--- config.mk ---
export PLATFORM = sky130hd
export DESIGN_NAME = cubic_bspline_curve_tessellator_top_flat
export DESIGN_NICKNAME = d
export VERILOG_FILES = /design/src/design/cbct_pkg.sv /design/src/design/cbct_if.sv /design/src/design/cbct_weight_gen.sv /design/src/design/cbct_blend_unit.sv /design/src/design/cubic_bspline_curve_tessellator_top.sv /design/src/flat_wrapper.sv
export VERILOG_INCLUDE_DIRS = /design/src /design/src/design
export SDC_FILE = /design/constraint.sdc
export NUM_CORES = 2
export LEC_CHECK = 0
export ABC_AREA = 1
export BUFFER_PORTS_ARGS = -buffer_cell sky130_fd_sc_hd__buf_4
export CORE_ASPECT_RATIO = 1.75
export CORE_MARGIN = 10
export CORE_UTILIZATION = 40
export DETAILED_ROUTE_END_ITERATION = 8
export GPL_ROUTABILITY_DRIVEN = 1
export PLACE_DENSITY = 0.58
export SLEW_MARGIN = 40
export SYNTH_ARGS = -nofsm -noshare
export SYNTH_HDL_FRONTEND = slang
export SYNTH_SLANG_ARGS = --single-unit
--- constraint.sdc ---
create_clock -name i_clk -period 16.2 [get_ports i_clk]
set_clock_uncertainty 0.15 [all_clocks]
set_input_delay 0.81 -clock i_clk [delete_from_list [all_inputs] [get_ports i_clk]]
set_output_delay 0.81 -clock i_clk [all_outputs]
set_load 0.02 [all_outputs]
--- src/design/assert_macros.svh ---
// Assertion macros shared by the tessellator modules.
`ifndef ASSERT_MACROS_SVH
`define ASSERT_MACROS_SVH

// Property must hold at every clock edge outside reset.
`define CBCT_ASSERT(lbl, clk, rst_n, prop, msg) \
    lbl: assert property (@(posedge clk) disable iff (!rst_n) prop) else $error(msg);

// Expression must never be true outside reset.
`define CBCT_NEVER(lbl, clk, rst_n, expr, msg) \
    lbl: assert property (@(posedge clk) disable iff (!rst_n) !(expr)) else $error(msg);

`endif

--- src/design/cbct_pkg.sv ---
// Shared constants and types of the cubic B-spline curve tessellator.
package cbct_pkg;

    localparam int COORD_W       = 32;  // coordinate width, signed Q16.16
    localparam int CFG_W         = 6;   // segment_steps register width
    localparam int CFG_RESET     = 8;   // segment_steps after reset
    localparam int MAX_STEPS_DEF = 32;  // default largest segment_steps honored
    localparam int NTERMS        = 4;   // control points blended per curve point
    localparam int DIV_BITS      = 4;   // quotient bits resolved per divider cycle

    // Weights of the first curve point: (P0 + 4*P1 + P2) / 6
    localparam int FIRST_MID     = 4;
    localparam int FIRST_DIV     = 6;

    // Request into a shared unit
    typedef struct packed {
        logic start;
        logic first;
    } t_unit_ctl;

    // Status back from a shared unit
    typedef struct packed {
        logic busy;
        logic done;
    } t_unit_sts;

endpackage

--- src/design/cbct_if.sv ---
// Valid/ready channels for control points in and curve points out.
interface cbct_in_if import cbct_pkg::*; ();
    logic                      valid;
    logic                      ready;
    logic                      start_curve;
    logic signed [COORD_W-1:0] ctrl_x;
    logic signed [COORD_W-1:0] ctrl_y;
    logic signed [COORD_W-1:0] ctrl_z;

    modport source (output valid, start_curve, ctrl_x, ctrl_y, ctrl_z, input ready);
    modport sink   (input valid, start_curve, ctrl_x, ctrl_y, ctrl_z, output ready);
endinterface

interface cbct_out_if import cbct_pkg::*; ();
    logic                      valid;
    logic                      ready;
    logic signed [COORD_W-1:0] curve_x;
    logic signed [COORD_W-1:0] curve_y;
    logic signed [COORD_W-1:0] curve_z;
    logic                      run_end;

    modport source (output valid, curve_x, curve_y, curve_z, run_end, input ready);
    modport sink   (input valid, curve_x, curve_y, curve_z, run_end, output ready);
endinterface

--- src/design/cbct_weight_gen.sv ---
// Three-stage pipeline that builds the four B-spline weights and the divisor for one step.
module cbct_weight_gen import cbct_pkg::*; #(
    parameter int  MAX_STEPS = MAX_STEPS_DEF,
    localparam int SW        = $clog2(MAX_STEPS + 1),
    localparam int WW        = 3 * SW + 3
) (
    input  logic          i_clk,
    input  logic          i_rst_n,
    input  t_unit_ctl     i_ctl,
    input  logic [SW-1:0] i_m,
    input  logic [SW-1:0] i_j,
    output t_unit_sts     o_sts,
    output logic [WW-1:0] o_w [NTERMS],
    output logic [WW-1:0] o_d
);

    logic            r_v1, r_v2, r_v3;
    logic            r1_first, r2_first;
    logic [SW-1:0]   r1_j, r1_a, r1_m;
    logic [2*SW-1:0] r1_j2, r1_a2, r1_m2;
    logic [3*SW-1:0] r2_j3, r2_a3, r2_m3, r2_mj2, r2_ma2;
    logic [SW-1:0]   a_in;
    logic [WW-1:0]   dj, da, wj, wa, m3x;

    // Mirrored step for the P0 and P2 weights counts down to zero at the end of the segment
    assign a_in = i_m - i_j;

    // Inner weights: 3*(i^3 - 2*m*i^2) + 4*m^3, wraps harmlessly in WW bits
    always_comb begin
        m3x = WW'(r2_m3);
        dj  = WW'(r2_j3) - (WW'(r2_mj2) << 1);
        da  = WW'(r2_a3) - (WW'(r2_ma2) << 1);
        wj  = dj + (dj << 1) + (m3x << 2);
        wa  = da + (da << 1) + (m3x << 2);
    end

    // Advance valid bits
    always_ff @(posedge i_clk) begin
        if (!i_rst_n) begin
            r_v1 <= 1'b0;
            r_v2 <= 1'b0;
            r_v3 <= 1'b0;
        end else begin
            r_v1 <= i_ctl.start;
            r_v2 <= r_v1;
            r_v3 <= r_v2;
        end
    end

    // Squares, then cubes, then weights
    always_ff @(posedge i_clk) begin
        r1_first <= i_ctl.first;
        r1_j     <= i_j;
        r1_a     <= a_in;
        r1_m     <= i_m;
        r1_j2    <= i_j * i_j;
        r1_a2    <= a_in * a_in;
        r1_m2    <= i_m * i_m;

        r2_first <= r1_first;
        r2_j3    <= r1_j2 * r1_j;
        r2_a3    <= r1_a2 * r1_a;
        r2_m3    <= r1_m2 * r1_m;
        r2_mj2   <= r1_j2 * r1_m;
        r2_ma2   <= r1_a2 * r1_m;

        if (r_v2) begin
            if (r2_first) begin
                o_w[0] <= '0;
                o_w[1] <= WW'(1);
                o_w[2] <= WW'(FIRST_MID);
                o_w[3] <= WW'(1);
                o_d    <= WW'(FIRST_DIV);
            end else begin
                o_w[0] <= WW'(r2_a3);
                o_w[1] <= wj;
                o_w[2] <= wa;
                o_w[3] <= WW'(r2_j3);
                o_d    <= (m3x << 2) + (m3x << 1);
            end
        end
    end

    assign o_sts.busy = r_v1 | r_v2;
    assign o_sts.done = r_v3;

`include "assert_macros.svh"

    `CBCT_ASSERT(a_wg_latency, i_clk, i_rst_n, o_sts.done |-> $past(i_ctl.start, 3), "weights done without a request three cycles back")

endmodule

--- src/design/cbct_blend_unit.sv ---
// Shared multiply-accumulate and radix-16 divider: one rounded blended coordinate per request.
module cbct_blend_unit import cbct_pkg::*; #(
    parameter int  MAX_STEPS = MAX_STEPS_DEF,
    localparam int SW        = $clog2(MAX_STEPS + 1),
    localparam int WW        = 3 * SW + 3
) (
    input  logic                      i_clk,
    input  logic                      i_rst_n,
    input  logic                      i_start,
    input  logic [WW-1:0]             i_w [NTERMS],
    input  logic [WW-1:0]             i_d,
    input  logic signed [COORD_W-1:0] i_c [NTERMS],
    output t_unit_sts                 o_sts,
    output logic [COORD_W-1:0]        o_q
);

    localparam int QW   = ((COORD_W + DIV_BITS - 1) / DIV_BITS) * DIV_BITS;
    localparam int NDIV = QW / DIV_BITS;
    localparam int DCW  = (NDIV > 1) ? $clog2(NDIV) : 1;
    localparam int AW   = WW + QW + 1;
    localparam int PW   = WW + 1 + COORD_W;
    localparam int KW   = $clog2(NTERMS + 1);

    typedef enum logic [1:0] {P_IDLE, P_MUL, P_LOAD, P_DIV} t_phase;

    t_phase                r_phase;
    logic [KW-1:0]         r_k;
    logic                  r_pv;
    logic                  r_done;
    logic [DCW-1:0]        r_cnt;
    logic signed [PW-1:0]  r_prod;
    logic signed [AW-1:0]  r_acc;
    logic [WW-1:0]         r_rem;
    logic [QW-1:0]         r_num;
    logic [WW-1:0]         n_rem;
    logic [QW-1:0]         n_num;

    // Resolve DIV_BITS quotient bits: shift in, compare, subtract
    always_comb begin
        logic [WW:0]   trial;
        logic [WW-1:0] rem;
        logic [QW-1:0] num;
        rem = r_rem;
        num = r_num;
        for (int i = 0; i < DIV_BITS; i++) begin
            trial = {rem, num[QW-1]};
            num   = {num[QW-2:0], 1'b0};
            if (trial >= {1'b0, i_d}) begin
                trial  = trial - {1'b0, i_d};
                num[0] = 1'b1;
            end
            rem = trial[WW-1:0];
        end
        n_rem = rem;
        n_num = num;
    end

    // Sequence: seed accumulator with offset and half divisor, multiply, divide
    always_ff @(posedge i_clk) begin
        if (!i_rst_n) begin
            r_phase <= P_IDLE;
            r_done  <= 1'b0;
            r_pv    <= 1'b0;
            r_k     <= '0;
            r_cnt   <= '0;
        end else begin
            // Flag the result together with o_q once the last divide cycle ends
            r_done <= (r_phase == P_DIV) && (r_cnt == DCW'(NDIV - 1));
            unique case (r_phase)
                P_IDLE: begin
                    if (i_start) begin
                        // Offset of d*2^(W-1) keeps the sum nonnegative; d/2 rounds
                        r_acc   <= $signed((AW'(i_d) << (COORD_W - 1)) + AW'(i_d >> 1));
                        r_k     <= '0;
                        r_pv    <= 1'b0;
                        r_phase <= P_MUL;
                    end
                end
                P_MUL: begin
                    if (r_k != KW'(NTERMS)) begin
                        r_prod <= $signed({1'b0, i_w[r_k[KW-2:0]]}) * i_c[r_k[KW-2:0]];
                    end
                    r_pv <= (r_k != KW'(NTERMS));
                    if (r_pv) begin
                        r_acc <= r_acc + AW'(r_prod);
                    end
                    if (r_k == KW'(NTERMS)) begin
                        r_phase <= P_LOAD;
                    end else begin
                        r_k <= r_k + 1'b1;
                    end
                end
                P_LOAD: begin
                    r_rem   <= r_acc[QW +: WW];
                    r_num   <= r_acc[QW-1:0];
                    r_cnt   <= '0;
                    r_phase <= P_DIV;
                end
                P_DIV: begin
                    r_rem <= n_rem;
                    r_num <= n_num;
                    if (r_cnt == DCW'(NDIV - 1)) begin
                        // Drop the offset: subtract 2^(W-1) by flipping the sign bit
                        o_q     <= {~n_num[COORD_W-1], n_num[COORD_W-2:0]};
                        r_phase <= P_IDLE;
                    end else begin
                        r_cnt <= r_cnt + 1'b1;
                    end
                end
                default: r_phase <= P_IDLE;
            endcase
        end
    end

    assign o_sts.busy = (r_phase != P_IDLE);
    assign o_sts.done = r_done;

`include "assert_macros.svh"

    `CBCT_ASSERT(a_bl_no_restart, i_clk, i_rst_n, i_start |-> r_phase == P_IDLE,
                 "blend request while busy")

endmodule

--- src/design/cubic_bspline_curve_tessellator_top.sv ---
// Top level of the cubic B-spline curve tessellator: window, sequencer and output register.
// The first two points of a curve are only stored and give no curve point.
// Each curve point passes the weight pipeline, then the shared unit once per axis (start,
// multiply-accumulate, load, radix-16 divide, hand-off), then the output register. The third
// point gives one curve point, a later one segment_steps; a stalled receiver holds them.
// Synchronous active-low reset clears the window, the point count and sets segment_steps to 8.
module cubic_bspline_curve_tessellator_top import cbct_pkg::*; #(
    parameter int MAX_STEPS = MAX_STEPS_DEF
) (
    input  logic             i_clk,
    input  logic             i_rst_n,
    input  logic             i_cfg_we,
    input  logic [CFG_W-1:0] i_cfg_wdata,
    cbct_in_if.sink          i_pt,
    cbct_out_if.source       o_pt
);

    localparam int SW = $clog2(MAX_STEPS + 1);
    localparam int WW = 3 * SW + 3;

    typedef enum logic [1:0] {S_IDLE, S_WGT, S_BLEND, S_OUT} t_state;
    typedef enum logic [1:0] {AX_X, AX_Y, AX_Z} t_axis;

    t_state                    r_state;
    t_axis                     r_axis;
    logic [CFG_W-1:0]          r_cfg;
    logic [1:0]                r_seen;
    logic                      r_first;
    logic [SW-1:0]             r_m;
    logic [SW-1:0]             r_j;
    logic                      r_wg_start;
    logic                      r_bl_start;
    logic signed [COORD_W-1:0] r_win_x [3];
    logic signed [COORD_W-1:0] r_win_y [3];
    logic signed [COORD_W-1:0] r_win_z [3];
    logic signed [COORD_W-1:0] r_pt_x, r_pt_y, r_pt_z;
    logic [COORD_W-1:0]        r_res_x, r_res_y, r_res_z;
    logic                      r_o_valid;
    logic [COORD_W-1:0]        r_o_x, r_o_y, r_o_z;
    logic                      r_o_end;

    logic                      in_acc;
    logic                      out_free;
    logic [1:0]                seen;
    logic [SW-1:0]             m_eff;
    logic                      last;
    t_unit_ctl                 wg_ctl;
    t_unit_sts                 wg_sts;
    t_unit_sts                 bl_sts;
    logic [WW-1:0]             wg_w [NTERMS];
    logic [WW-1:0]             wg_d;
    logic signed [COORD_W-1:0] bl_c [NTERMS];
    logic [COORD_W-1:0]        bl_q;

    assign in_acc   = i_pt.valid && i_pt.ready;
    assign out_free = !r_o_valid || o_pt.ready;
    assign seen     = i_pt.start_curve ? 2'd0 : r_seen;
    assign last     = r_first || (r_j == r_m);

    // Clamp segment_steps into 1..MAX_STEPS
    always_comb begin
        if (r_cfg == '0) begin
            m_eff = SW'(1);
        end else if (int'(r_cfg) > MAX_STEPS) begin
            m_eff = SW'(MAX_STEPS);
        end else begin
            m_eff = SW'(r_cfg);
        end
    end

    // Feed the blend unit the four points of the current axis
    always_comb begin
        unique case (r_axis)
            AX_X: begin
                bl_c[0] = r_win_x[0];
                bl_c[1] = r_win_x[1];
                bl_c[2] = r_win_x[2];
                bl_c[3] = r_pt_x;
            end
            AX_Y: begin
                bl_c[0] = r_win_y[0];
                bl_c[1] = r_win_y[1];
                bl_c[2] = r_win_y[2];
                bl_c[3] = r_pt_y;
            end
            AX_Z: begin
                bl_c[0] = r_win_z[0];
                bl_c[1] = r_win_z[1];
                bl_c[2] = r_win_z[2];
                bl_c[3] = r_pt_z;
            end
            default: begin
                bl_c[0] = '0;
                bl_c[1] = '0;
                bl_c[2] = '0;
                bl_c[3] = '0;
            end
        endcase
    end

    assign wg_ctl.start = r_wg_start;
    assign wg_ctl.first = r_first;

    cbct_weight_gen #(.MAX_STEPS(MAX_STEPS)) u_weight_gen (
        .i_clk   (i_clk),
        .i_rst_n (i_rst_n),
        .i_ctl   (wg_ctl),
        .i_m     (r_m),
        .i_j     (r_j),
        .o_sts   (wg_sts),
        .o_w     (wg_w),
        .o_d     (wg_d)
    );

    cbct_blend_unit #(.MAX_STEPS(MAX_STEPS)) u_blend_unit (
        .i_clk   (i_clk),
        .i_rst_n (i_rst_n),
        .i_start (r_bl_start),
        .i_w     (wg_w),
        .i_d     (wg_d),
        .i_c     (bl_c),
        .o_sts   (bl_sts),
        .o_q     (bl_q)
    );

    // Sequencer, window and output register
    always_ff @(posedge i_clk) begin
        if (!i_rst_n) begin
            r_state    <= S_IDLE;
            r_axis     <= AX_X;
            r_cfg      <= CFG_W'(CFG_RESET);
            r_seen     <= 2'd0;
            r_first    <= 1'b0;
            r_m        <= SW'(1);
            r_j        <= SW'(1);
            r_wg_start <= 1'b0;
            r_bl_start <= 1'b0;
            r_o_valid  <= 1'b0;
            for (int i = 0; i < 3; i++) begin
                r_win_x[i] <= '0;
                r_win_y[i] <= '0;
                r_win_z[i] <= '0;
            end
        end else begin
            // Kick the weight pipeline for a new point or the next step
            r_wg_start <= ((r_state == S_IDLE) && in_acc && (seen >= 2'd2)) ||
                          ((r_state == S_OUT) && out_free && !last);
            // Kick the blend unit once weights are ready and after each of x and y
            r_bl_start <= ((r_state == S_WGT) && wg_sts.done) ||
                          ((r_state == S_BLEND) && bl_sts.done &&
                           ((r_axis == AX_X) || (r_axis == AX_Y)));
            // Load a new result, else drop the held one once taken
            if ((r_state == S_OUT) && out_free) begin
                r_o_valid <= 1'b1;
            end else if (o_pt.valid && o_pt.ready) begin
                r_o_valid <= 1'b0;
            end
            if (i_cfg_we) begin
                r_cfg <= i_cfg_wdata;
            end
            unique case (r_state)
                S_IDLE: begin
                    if (in_acc) begin
                        r_pt_x <= i_pt.ctrl_x;
                        r_pt_y <= i_pt.ctrl_y;
                        r_pt_z <= i_pt.ctrl_z;
                        if (seen < 2'd2) begin
                            // Opening points of a curve: store only
                            r_win_x[0] <= r_win_x[1];
                            r_win_x[1] <= r_win_x[2];
                            r_win_x[2] <= i_pt.ctrl_x;
                            r_win_y[0] <= r_win_y[1];
                            r_win_y[1] <= r_win_y[2];
                            r_win_y[2] <= i_pt.ctrl_y;
                            r_win_z[0] <= r_win_z[1];
                            r_win_z[1] <= r_win_z[2];
                            r_win_z[2] <= i_pt.ctrl_z;
                            r_seen     <= seen + 2'd1;
                        end else begin
                            r_first    <= (seen == 2'd2);
                            r_seen     <= 2'd3;
                            r_m        <= m_eff;
                            r_j        <= SW'(1);
                            r_state    <= S_WGT;
                        end
                    end
                end
                S_WGT: begin
                    if (wg_sts.done) begin
                        r_axis     <= AX_X;
                        r_state    <= S_BLEND;
                    end
                end
                S_BLEND: begin
                    if (bl_sts.done) begin
                        unique case (r_axis)
                            AX_X: begin
                                r_res_x    <= bl_q;
                                r_axis     <= AX_Y;
                            end
                            AX_Y: begin
                                r_res_y    <= bl_q;
                                r_axis     <= AX_Z;
                            end
                            AX_Z: begin
                                r_res_z <= bl_q;
                                r_state <= S_OUT;
                            end
                            default: r_state <= S_OUT;
                        endcase
                    end
                end
                S_OUT: begin
                    if (out_free) begin
                        r_o_x     <= r_res_x;
                        r_o_y     <= r_res_y;
                        r_o_z     <= r_res_z;
                        r_o_end   <= last;
                        if (last) begin
                            // Segment done: shift the new point into the window
                            r_win_x[0] <= r_win_x[1];
                            r_win_x[1] <= r_win_x[2];
                            r_win_x[2] <= r_pt_x;
                            r_win_y[0] <= r_win_y[1];
                            r_win_y[1] <= r_win_y[2];
                            r_win_y[2] <= r_pt_y;
                            r_win_z[0] <= r_win_z[1];
                            r_win_z[1] <= r_win_z[2];
                            r_win_z[2] <= r_pt_z;
                            r_state    <= S_IDLE;
                        end else begin
                            r_j        <= r_j + 1'b1;
                            r_state    <= S_WGT;
                        end
                    end
                end
                default: r_state <= S_IDLE;
            endcase
        end
    end

    assign i_pt.ready     = (r_state == S_IDLE);
    assign o_pt.valid     = r_o_valid;
    assign o_pt.curve_x   = r_o_x;
    assign o_pt.curve_y   = r_o_y;
    assign o_pt.curve_z   = r_o_z;
    assign o_pt.run_end   = r_o_end;

`include "assert_macros.svh"

    `CBCT_ASSERT(a_ready_units_idle, i_clk, i_rst_n,
                 i_pt.ready |-> !wg_sts.busy && !bl_sts.busy,
                 "input ready while a shared unit is busy")
    `CBCT_ASSERT(a_blend_done_state, i_clk, i_rst_n, bl_sts.done |-> r_state == S_BLEND,
                 "blend result outside the blend state")
    `CBCT_NEVER(a_busy_without_window, i_clk, i_rst_n,
                r_state != S_IDLE && r_seen != 2'd3,
                "curve point work before three points seen")

endmodule
--- src/flat_wrapper.sv ---
// flat-port wrapper written by rule: the top's interface ports become plain ports
module cubic_bspline_curve_tessellator_top_flat import cbct_pkg::*;
#(
    parameter int MAX_STEPS = MAX_STEPS_DEF
)
  (i_clk, i_rst_n, i_cfg_we, i_cfg_wdata, i_pt_valid, i_pt_start_curve, i_pt_ctrl_x, i_pt_ctrl_y, i_pt_ctrl_z, i_pt_ready, o_pt_valid, o_pt_curve_x, o_pt_curve_y, o_pt_curve_z, o_pt_run_end, o_pt_ready);
  cbct_in_if i_pt_i ();
  cbct_out_if o_pt_i ();
  input  logic i_clk;
  input  logic i_rst_n;
  input  logic i_cfg_we;
  input  logic [CFG_W-1:0] i_cfg_wdata;
  input wire logic [$bits(i_pt_i.valid)-1:0] i_pt_valid;
  input wire logic [$bits(i_pt_i.start_curve)-1:0] i_pt_start_curve;
  input wire logic [$bits(i_pt_i.ctrl_x)-1:0] i_pt_ctrl_x;
  input wire logic [$bits(i_pt_i.ctrl_y)-1:0] i_pt_ctrl_y;
  input wire logic [$bits(i_pt_i.ctrl_z)-1:0] i_pt_ctrl_z;
  output wire logic [$bits(i_pt_i.ready)-1:0] i_pt_ready;
  output wire logic [$bits(o_pt_i.valid)-1:0] o_pt_valid;
  output wire logic [$bits(o_pt_i.curve_x)-1:0] o_pt_curve_x;
  output wire logic [$bits(o_pt_i.curve_y)-1:0] o_pt_curve_y;
  output wire logic [$bits(o_pt_i.curve_z)-1:0] o_pt_curve_z;
  output wire logic [$bits(o_pt_i.run_end)-1:0] o_pt_run_end;
  input wire logic [$bits(o_pt_i.ready)-1:0] o_pt_ready;
  assign i_pt_i.valid = i_pt_valid;
  assign i_pt_i.start_curve = i_pt_start_curve;
  assign i_pt_i.ctrl_x = i_pt_ctrl_x;
  assign i_pt_i.ctrl_y = i_pt_ctrl_y;
  assign i_pt_i.ctrl_z = i_pt_ctrl_z;
  assign i_pt_ready = i_pt_i.ready;
  assign o_pt_valid = o_pt_i.valid;
  assign o_pt_curve_x = o_pt_i.curve_x;
  assign o_pt_curve_y = o_pt_i.curve_y;
  assign o_pt_curve_z = o_pt_i.curve_z;
  assign o_pt_run_end = o_pt_i.run_end;
  assign o_pt_i.ready = o_pt_ready;
  cubic_bspline_curve_tessellator_top #(.MAX_STEPS(MAX_STEPS)) u_core (.i_clk(i_clk), .i_rst_n(i_rst_n), .i_cfg_we(i_cfg_we), .i_cfg_wdata(i_cfg_wdata), .i_pt(i_pt_i), .o_pt(o_pt_i));
endmodule
# After elaboration in Yosys (flattened, before gate mapping)
# Memories as Yosys holds them, arrays and structs flattened.
# Index checks and enable logic that the tools add are counted.
[word_totals]
ram_bits = 288
regBits = 774
out_inout_bits = 99
memories = 3
[op_classes]
add_sub_neg = 18
eq_ne = 27
reduce_logical = 45
order_cmp = 8
multipliers = 9
n_bitwise = 21
mux = 83
[memory_table]
columns = ["name", "depth", "word_bits", "read_ports", "rd_clocked_by_memory_dff", "write_ports", "line_no", "source"]
rows = [
  ["u_core.r_win_x", 3, 32, 3, 0, 3, "cubic_bspline_curve_tessellator_top.sv:33", "logic signed [COORD_W-1:0] r_win_x [3];"],
  ["u_core.r_win_y", 3, 32, 3, 0, 3, "cubic_bspline_curve_tessellator_top.sv:34", "logic signed [COORD_W-1:0] r_win_y [3];"],
  ["u_core.r_win_z", 3, 32, 3, 0, 3, "cubic_bspline_curve_tessellator_top.sv:35", "logic signed [COORD_W-1:0] r_win_z [3];"],
]
[ops]
columns = ["operator", "n"]
rows = [
  ["32-bit 2-to-1 mux", 20],
  ["128-bit case mux with 3 select lines", 1],
  ["21-bit 2-to-1 mux", 6],
  ["54-bit 2-to-1 mux", 2],
  ["54-bit case mux with 2 select lines", 1],
  ["12-bit by 6-bit multiplier with 18-bit output", 5],
  ["22-bit by 21-bit >= comparator with 1-bit output", 4],
  ["21-bit subtractor", 4],
  ["32-bit binary-select mux with 2-bit select", 1],
  ["32-bit case mux with 2 select lines", 1],
  ["54-bit adder", 1],
  ["22-bit by 32-bit multiplier with 54-bit output", 1],
  ["52-bit by 20-bit adder with 53-bit output", 1],
  ["21-bit by 20-bit adder with 21-bit output", 2],
  ["21-bit adder", 2],
  ["21-bit binary-select mux with 2-bit select", 1],
  ["21-bit case mux with 2 select lines", 1],
  ["18-bit by 19-bit subtractor with 20-bit output", 2],
  ["6-bit by 6-bit multiplier with 12-bit output", 3],
  ["6-bit 2-to-1 mux", 6],
  ["2-bit 2-to-1 mux", 13],
  ["20-bit by 19-bit adder with 21-bit output", 1],
  ["3-bit AND reduction", 7],
  ["2-bit != test (second input constant)", 10],
  ["35 further kinds", 115],
]

# Longest topological paths before layout
[logic_depth]
ltp_word = 9
depth_mapped = 64
depth_no_buf = 59

# By module
# Synthesis repeated with hierarchy kept, for this count alone.
[hier_totals]
hier_cells = 10465
hier_area_um2 = 90117.7
[modules_own_cells]
columns = ["mod", "cells_per_inst", "area_per_inst_um2", "seq_area_each_um2", "instances"]
rows = [
  ["cbct_blend_unit", 5330, 41142.0, 5935.7, 1],
  ["cbct_weight_gen", 3238, 25001.5, 5745.5, 1],
  ["cubic_bspline_curve_tessellator_top", 1897, 23974.2, 17887.2, 1],
]

# Worst setup path before layout
# Ideal clock, no wire load.
[synth_timing]
path_kind = "input -> register"
startpoint = "input i_rst_n"
endpoint = "memory u_core.r_win_x[0][0], enable pin"
required_ns = 15.346
t_arrival_ns = 16.077
cell_stages = 6
slack_ns = -0.731
path_buffers = 2
path_cell_list = "clkinv_1 nor3_1 nand2_1 clkbuf_1 clkbuf_1 nand3_1"
[synth_rtl]
columns = ["element", "line_no", "source"]
rows = [
  ["from (decl)", "flat_wrapper.sv:10", "input logic i_rst_n;"],
  ["to (decl)", "cubic_bspline_curve_tessellator_top.sv:33", ""],
]

# Final worst setup path
[layout_timing]
startpoint = "register u_core.r_axis[1]"
endpoint = "register u_core.u_blend_unit.r_prod[52] (data pin)"
[layout_between]
elab_chain_cells = 6
elab_cells_between_ends = 8
cone_classes = "mul (1); eq/ne (2); mux (4); reduce/logical (1)"
[layout_rtl]
columns = ["element", "line_no", "source"]
rows = [
  ["from (decl)", "cubic_bspline_curve_tessellator_top.sv:25", "t_axis r_axis;"],
  ["from (signal assigned)", "cubic_bspline_curve_tessellator_top.sv:130", "r_axis <= AX_X;"],
  ["from (signal assigned)", "cubic_bspline_curve_tessellator_top.sv:190", "r_axis <= AX_X;"],
  ["from (signal assigned)", "cubic_bspline_curve_tessellator_top.sv:199", "r_axis <= AX_Y;"],
  ["2-bit equality test (tied with other cells)", "cubic_bspline_curve_tessellator_top.sv:73", "unique case (r_axis)"],
  ["128-bit case mux with 3 select lines *", "cubic_bspline_curve_tessellator_top.sv:73", ""],
  ["32-bit binary-select mux with 2-bit select *", "cbct_blend_unit.sv:81", "r_prod <= $signed({1'b0, i_w[r_k[KW-2:0]]}) * i_c[r_k[KW-2:0]];"],
  ["32-bit 2-to-1 mux (implied by the code) * (2 in series)", "cbct_blend_unit.sv:81", ""],
  ["22-bit by 32-bit multiplier with 54-bit output *", "cbct_blend_unit.sv:81", ""],
  ["to (signal assigned)", "cbct_blend_unit.sv:81", ""],
  ["to (decl)", "cbct_blend_unit.sv:31", "logic signed [PW-1:0] r_prod;"],
]
# Every way passes the cells marked *; elsewhere a longest branch is shown, timed or not. The select of a mux whose other input is x is not followed.
# A chain may end at the register's enable or synchronous reset.

==> flow_summary.toml <==
[route]
drc = 0
drt-wirelength-per-cell_um = 20.51
routed_wl_um = 259000
drtIter0Drc = 4217
via_per_inst = 5.199
drt-pass1-iter-count = 8
detail-route-antenna-nets = 0
via_count = 65640

[setup_path]
cp-end-kind = "register"
cp_max_fo = 66
critPathMaxStageDelay_ns = 0.65
r2r_end = "u_core.u_blend_unit.r_prod[52]$_DFFE_PP_"
startpoint_type = "register"
r2r_start = "u_core.r_axis[1]$_SDFFE_PN0P_"
worstSetupPathType = "reg2reg"
rrSetupSlack_ns = 5.42
cpMaxStageDelayCell = "clkinv_2"
cp.arrival_ns = 11.12
cpMostUsedCell = "inv_1"
cp.required_ns = 16.54
worst_r2r_path_depth = 35

[cells_and_area]
syn_to_final_growth_pct = 9.660
fillerInstances = 20990
layout-drive-gt1-share_pct = 5.906
fin_nets = 11290

[timing]
report.final.slew_viol_count = 0
report.final.hold_viol_count = 0
timing.final.crit_period_ns = 10.78
rsz0062_at_grt = "no"
max_slew_margin_pct = 39.68
fin_setup_tns_ns = 0
tightest_slew_ns = 0.9015
post-route-period-util_pct = 66.53
report.final.setup_viol = 0
max_freq_mhz = 92.79

[synth]
synthArstFlopShare_pct = 0
synth_top_area_share_pct = 29.97
synth_area_leaders = "edfxtp_1 (30%), fa_1 (21%), inv_1 (8.4%)"
synthAdderAreaFrac_pct = 29.28
synthesis.instances = 9625
synth_top_cell_by_area = "edfxtp_1"
synth_top_family_by_area = "adder cells"
synth-edff-count = 864
ys_seq_area_share_pct = 34.16
synthDistinctLibCells = 62
syn_area_mm2 = 0.08656
syn_avg_cell_area_um2 = 8.994
synth-simple-area-share_pct = 14.71
synthMuxAreaShare_pct = 0
ys_ff_latch = 1045
synth_xor_area_share_pct = 2.701
yosysWarnings = 0
synthFlopType = "edfxtp_1"
synth-compound-area-share_pct = 9.008

[hold_path]
holdPathStages = 1
hp-start = "i_pt_ctrl_x[15]"
min_to = "u_core.r_pt_x[15]$_DFFE_PP_"
hp-class = "in2reg"

[cts]
cts_sinks = 1045
clk_latency_ns = 0.78
clk_pin_slew_ns = 0.06
cts_buffers = 102
h-tree-depth = 3
cts_tree = "built"
cts.hold.buffers_added = 0
clock-root-buffer = "clkbuf_16"
post_cts_resized = 0
cts_setup_buffers = 0
clockBufferDepth = 3

[global_routing]
antenna_found_initial = 3
grt_pass1_wl_um = 399400
gr-total-overflow = 0
grtUsageTotal_pct = 21.69
grt_max_degree = 193
grt_pass1_vias = 69520

[place]
dp_hpwl_um = 201400
routabilityCongestion = 1.017
io_buffers = 206

[floorplan]
die_h_um = 635.4
rows = 225
pin_count = 207
die_x_um = 371.7
coreArea_mm2 = 0.2151
dieArea_mm2 = 0.2362
start_util_pct = 40.25

[status]
outcome = "finished, final reports clean"

[flow_run]
drv_cap = 0
==> critical path: cells and delay by family (launching register included) <==
family,cells,cell delay [ns]
adder cells (fa/ha/maj),8,3.89
flip-flops,1,0.51
AND/OR/NAND/NOR,7,1.10
XOR/XNOR,1,0.09
AO/OA/AOI/OAI,7,1.92
buffers and inverters,12,2.68
==> layer usage <==
metal  GRT usage, %  part of all wire [%]  vias to the layer above
met2          40.20                    53                     2004
met4          12.77                   6.9                        4
met5              0                0.0085                        -
li1               -                     -                    30640
met1          23.16                    36                    32330
met3          2.748                   4.7                      666
==> cells in the mapped netlist (4+ instances only) <==
master and count:
inv_1 1946, nand2_1 1875, fa_1 918, edfxtp_1 864, nor2_1 810, a21oi_1 618, ha_1 557, o21ai_0 335
nand3_1 311, clkbuf_1 221, dfxtp_1 181, xor2_1 174, o22ai_1 166, xnor2_1 93, buf_2 74, nand4_1 49
a31oi_1 43, nor3_1 36, o21bai_1 34, a21o_1 31, o21a_1 30, buf_1 25, a22o_1 24, a221oi_1 18
nor4_1 17, inv_2 16, or2_2 15, o211ai_1 14, nand3_2 13, a21boi_0 11, o31ai_1 11, nand3b_1 10
a211oi_1 9, o21ai_1 8, a31o_2 6, buf_4 5, buf_6 5, clkinv_1 5, a22oi_1 4, and2_1 4
o221ai_1 4
==> flip-flops by register name, summed over array words and instances (netlist names), 53 cells and up <==
signal,count
u_core.u_weight_gen.o_w,76
u_core.u_blend_unit.r_acc,53
u_core.u_blend_unit.r_prod,53
u_core.r_win_y,96
u_core.r_win_x,96
u_core.r_win_z,96
==> area by class of cell <==
class / count / area (um2) / area share, %
Antenna cell: 1 / 2.502 / 0.002636
Clock buffer: 119 / 2679 / 2.822
Clock inverter: 67 / 817.0 / 0.8607
Inverter: 1967 / 7390 / 7.785
Multi-Input combinational cell: 6291 / 48540 / 51.14
Sequential cell: 1045 / 29580 / 31.16
Tap cell: 2837 / 3550 / 3.739
Timing Repair Buffer: 298 / 2369 / 2.495
==> worst max path at each step <==
stage / startpoint / end / slack (ns) / depth (start not counted)
finish: u_core.r_axis[1]$_SDFFE_PN0P_ / u_core.u_blend_unit.r_prod[52]$_DFFE_PP_ / 5.42 / 35
floorplan: i_rst_n / u_core.r_win_x[0][0]$_DFFE_PP_ / 2.75 / 6
global route: u_core.r_axis[1]$_SDFFE_PN0P_ / u_core.u_blend_unit.r_prod[52]$_DFFE_PP_ / 4.81 / 35
CTS: u_core.r_axis[1]$_SDFFE_PN0P_ / u_core.u_blend_unit.r_prod[52]$_DFFE_PP_ / 5.39 / 35
detailed placement: u_core.r_axis[1]$_SDFFE_PN0P_ / u_core.u_blend_unit.r_prod[52]$_DFFE_PP_ / 5.41 / 35
global placement: u_core.r_axis[1]$_SDFFE_PN0P_ / u_core.u_blend_unit.r_prod[46]$_DFFE_PP_ / 5.35 / 35
==> cell usage in the layout (no fill, tap or decap), types with 11 or more instances in the layout <==
cell type and count:
a21boi_0 11, a21o_1 31, a21oi_1 618, a22o_1 24, a31oi_1 43, buf_4 284, bufinv_16 11, clkbuf_1 13
clkbuf_16 104, clkinv_1 19, clkinv_2 13, dfxtp_1 177, edfxtp_1 864, fa_1 918, ha_1 556, inv_1 1940
inv_2 18, nand2_1 1874, nand3_1 310, nand3_2 13, nand4_1 49, nor2_1 780, nor2_2 18, nor2_4 16
nor3_1 35, nor4_1 16, o211ai_1 14, o21a_1 30, o21ai_0 334, o21bai_1 34, o22ai_1 166, o31ai_1 11
or2_2 15, xnor2_1 93, xor2_1 174
==> metrics by stage <==
step	instances	hold WS (ns)	util, %	setup slack [ns]	instance area (um2)
floorplan	9633	0.1596	-	2.749	86600
global placement	12430	0.1630	42.41	5.349	91210
detailed placement	12440	0.1835	42.48	5.409	91370
CTS	12620	0.04044	44.10	5.390	94860
global route	12630	0.06085	44.14	4.811	94930
finish	12630	0.09456	44.14	5.423	94930
==> cells by family (layout without fill, tap and decap cells) <==
group	Yosys count	in the layout
adders and majority gates	1475	1475
other	2	11
buffers and inverters	2297	2451
xor gates and xnor gates	267	267
DFF	1045	1045
and+or+nand+nor	3157	3157
AOI/OAI and AO/OA	1382	1382
Power is not shown: default switching activity piles up to over one toggle a cycle in this logic, so the estimate is an artifact.
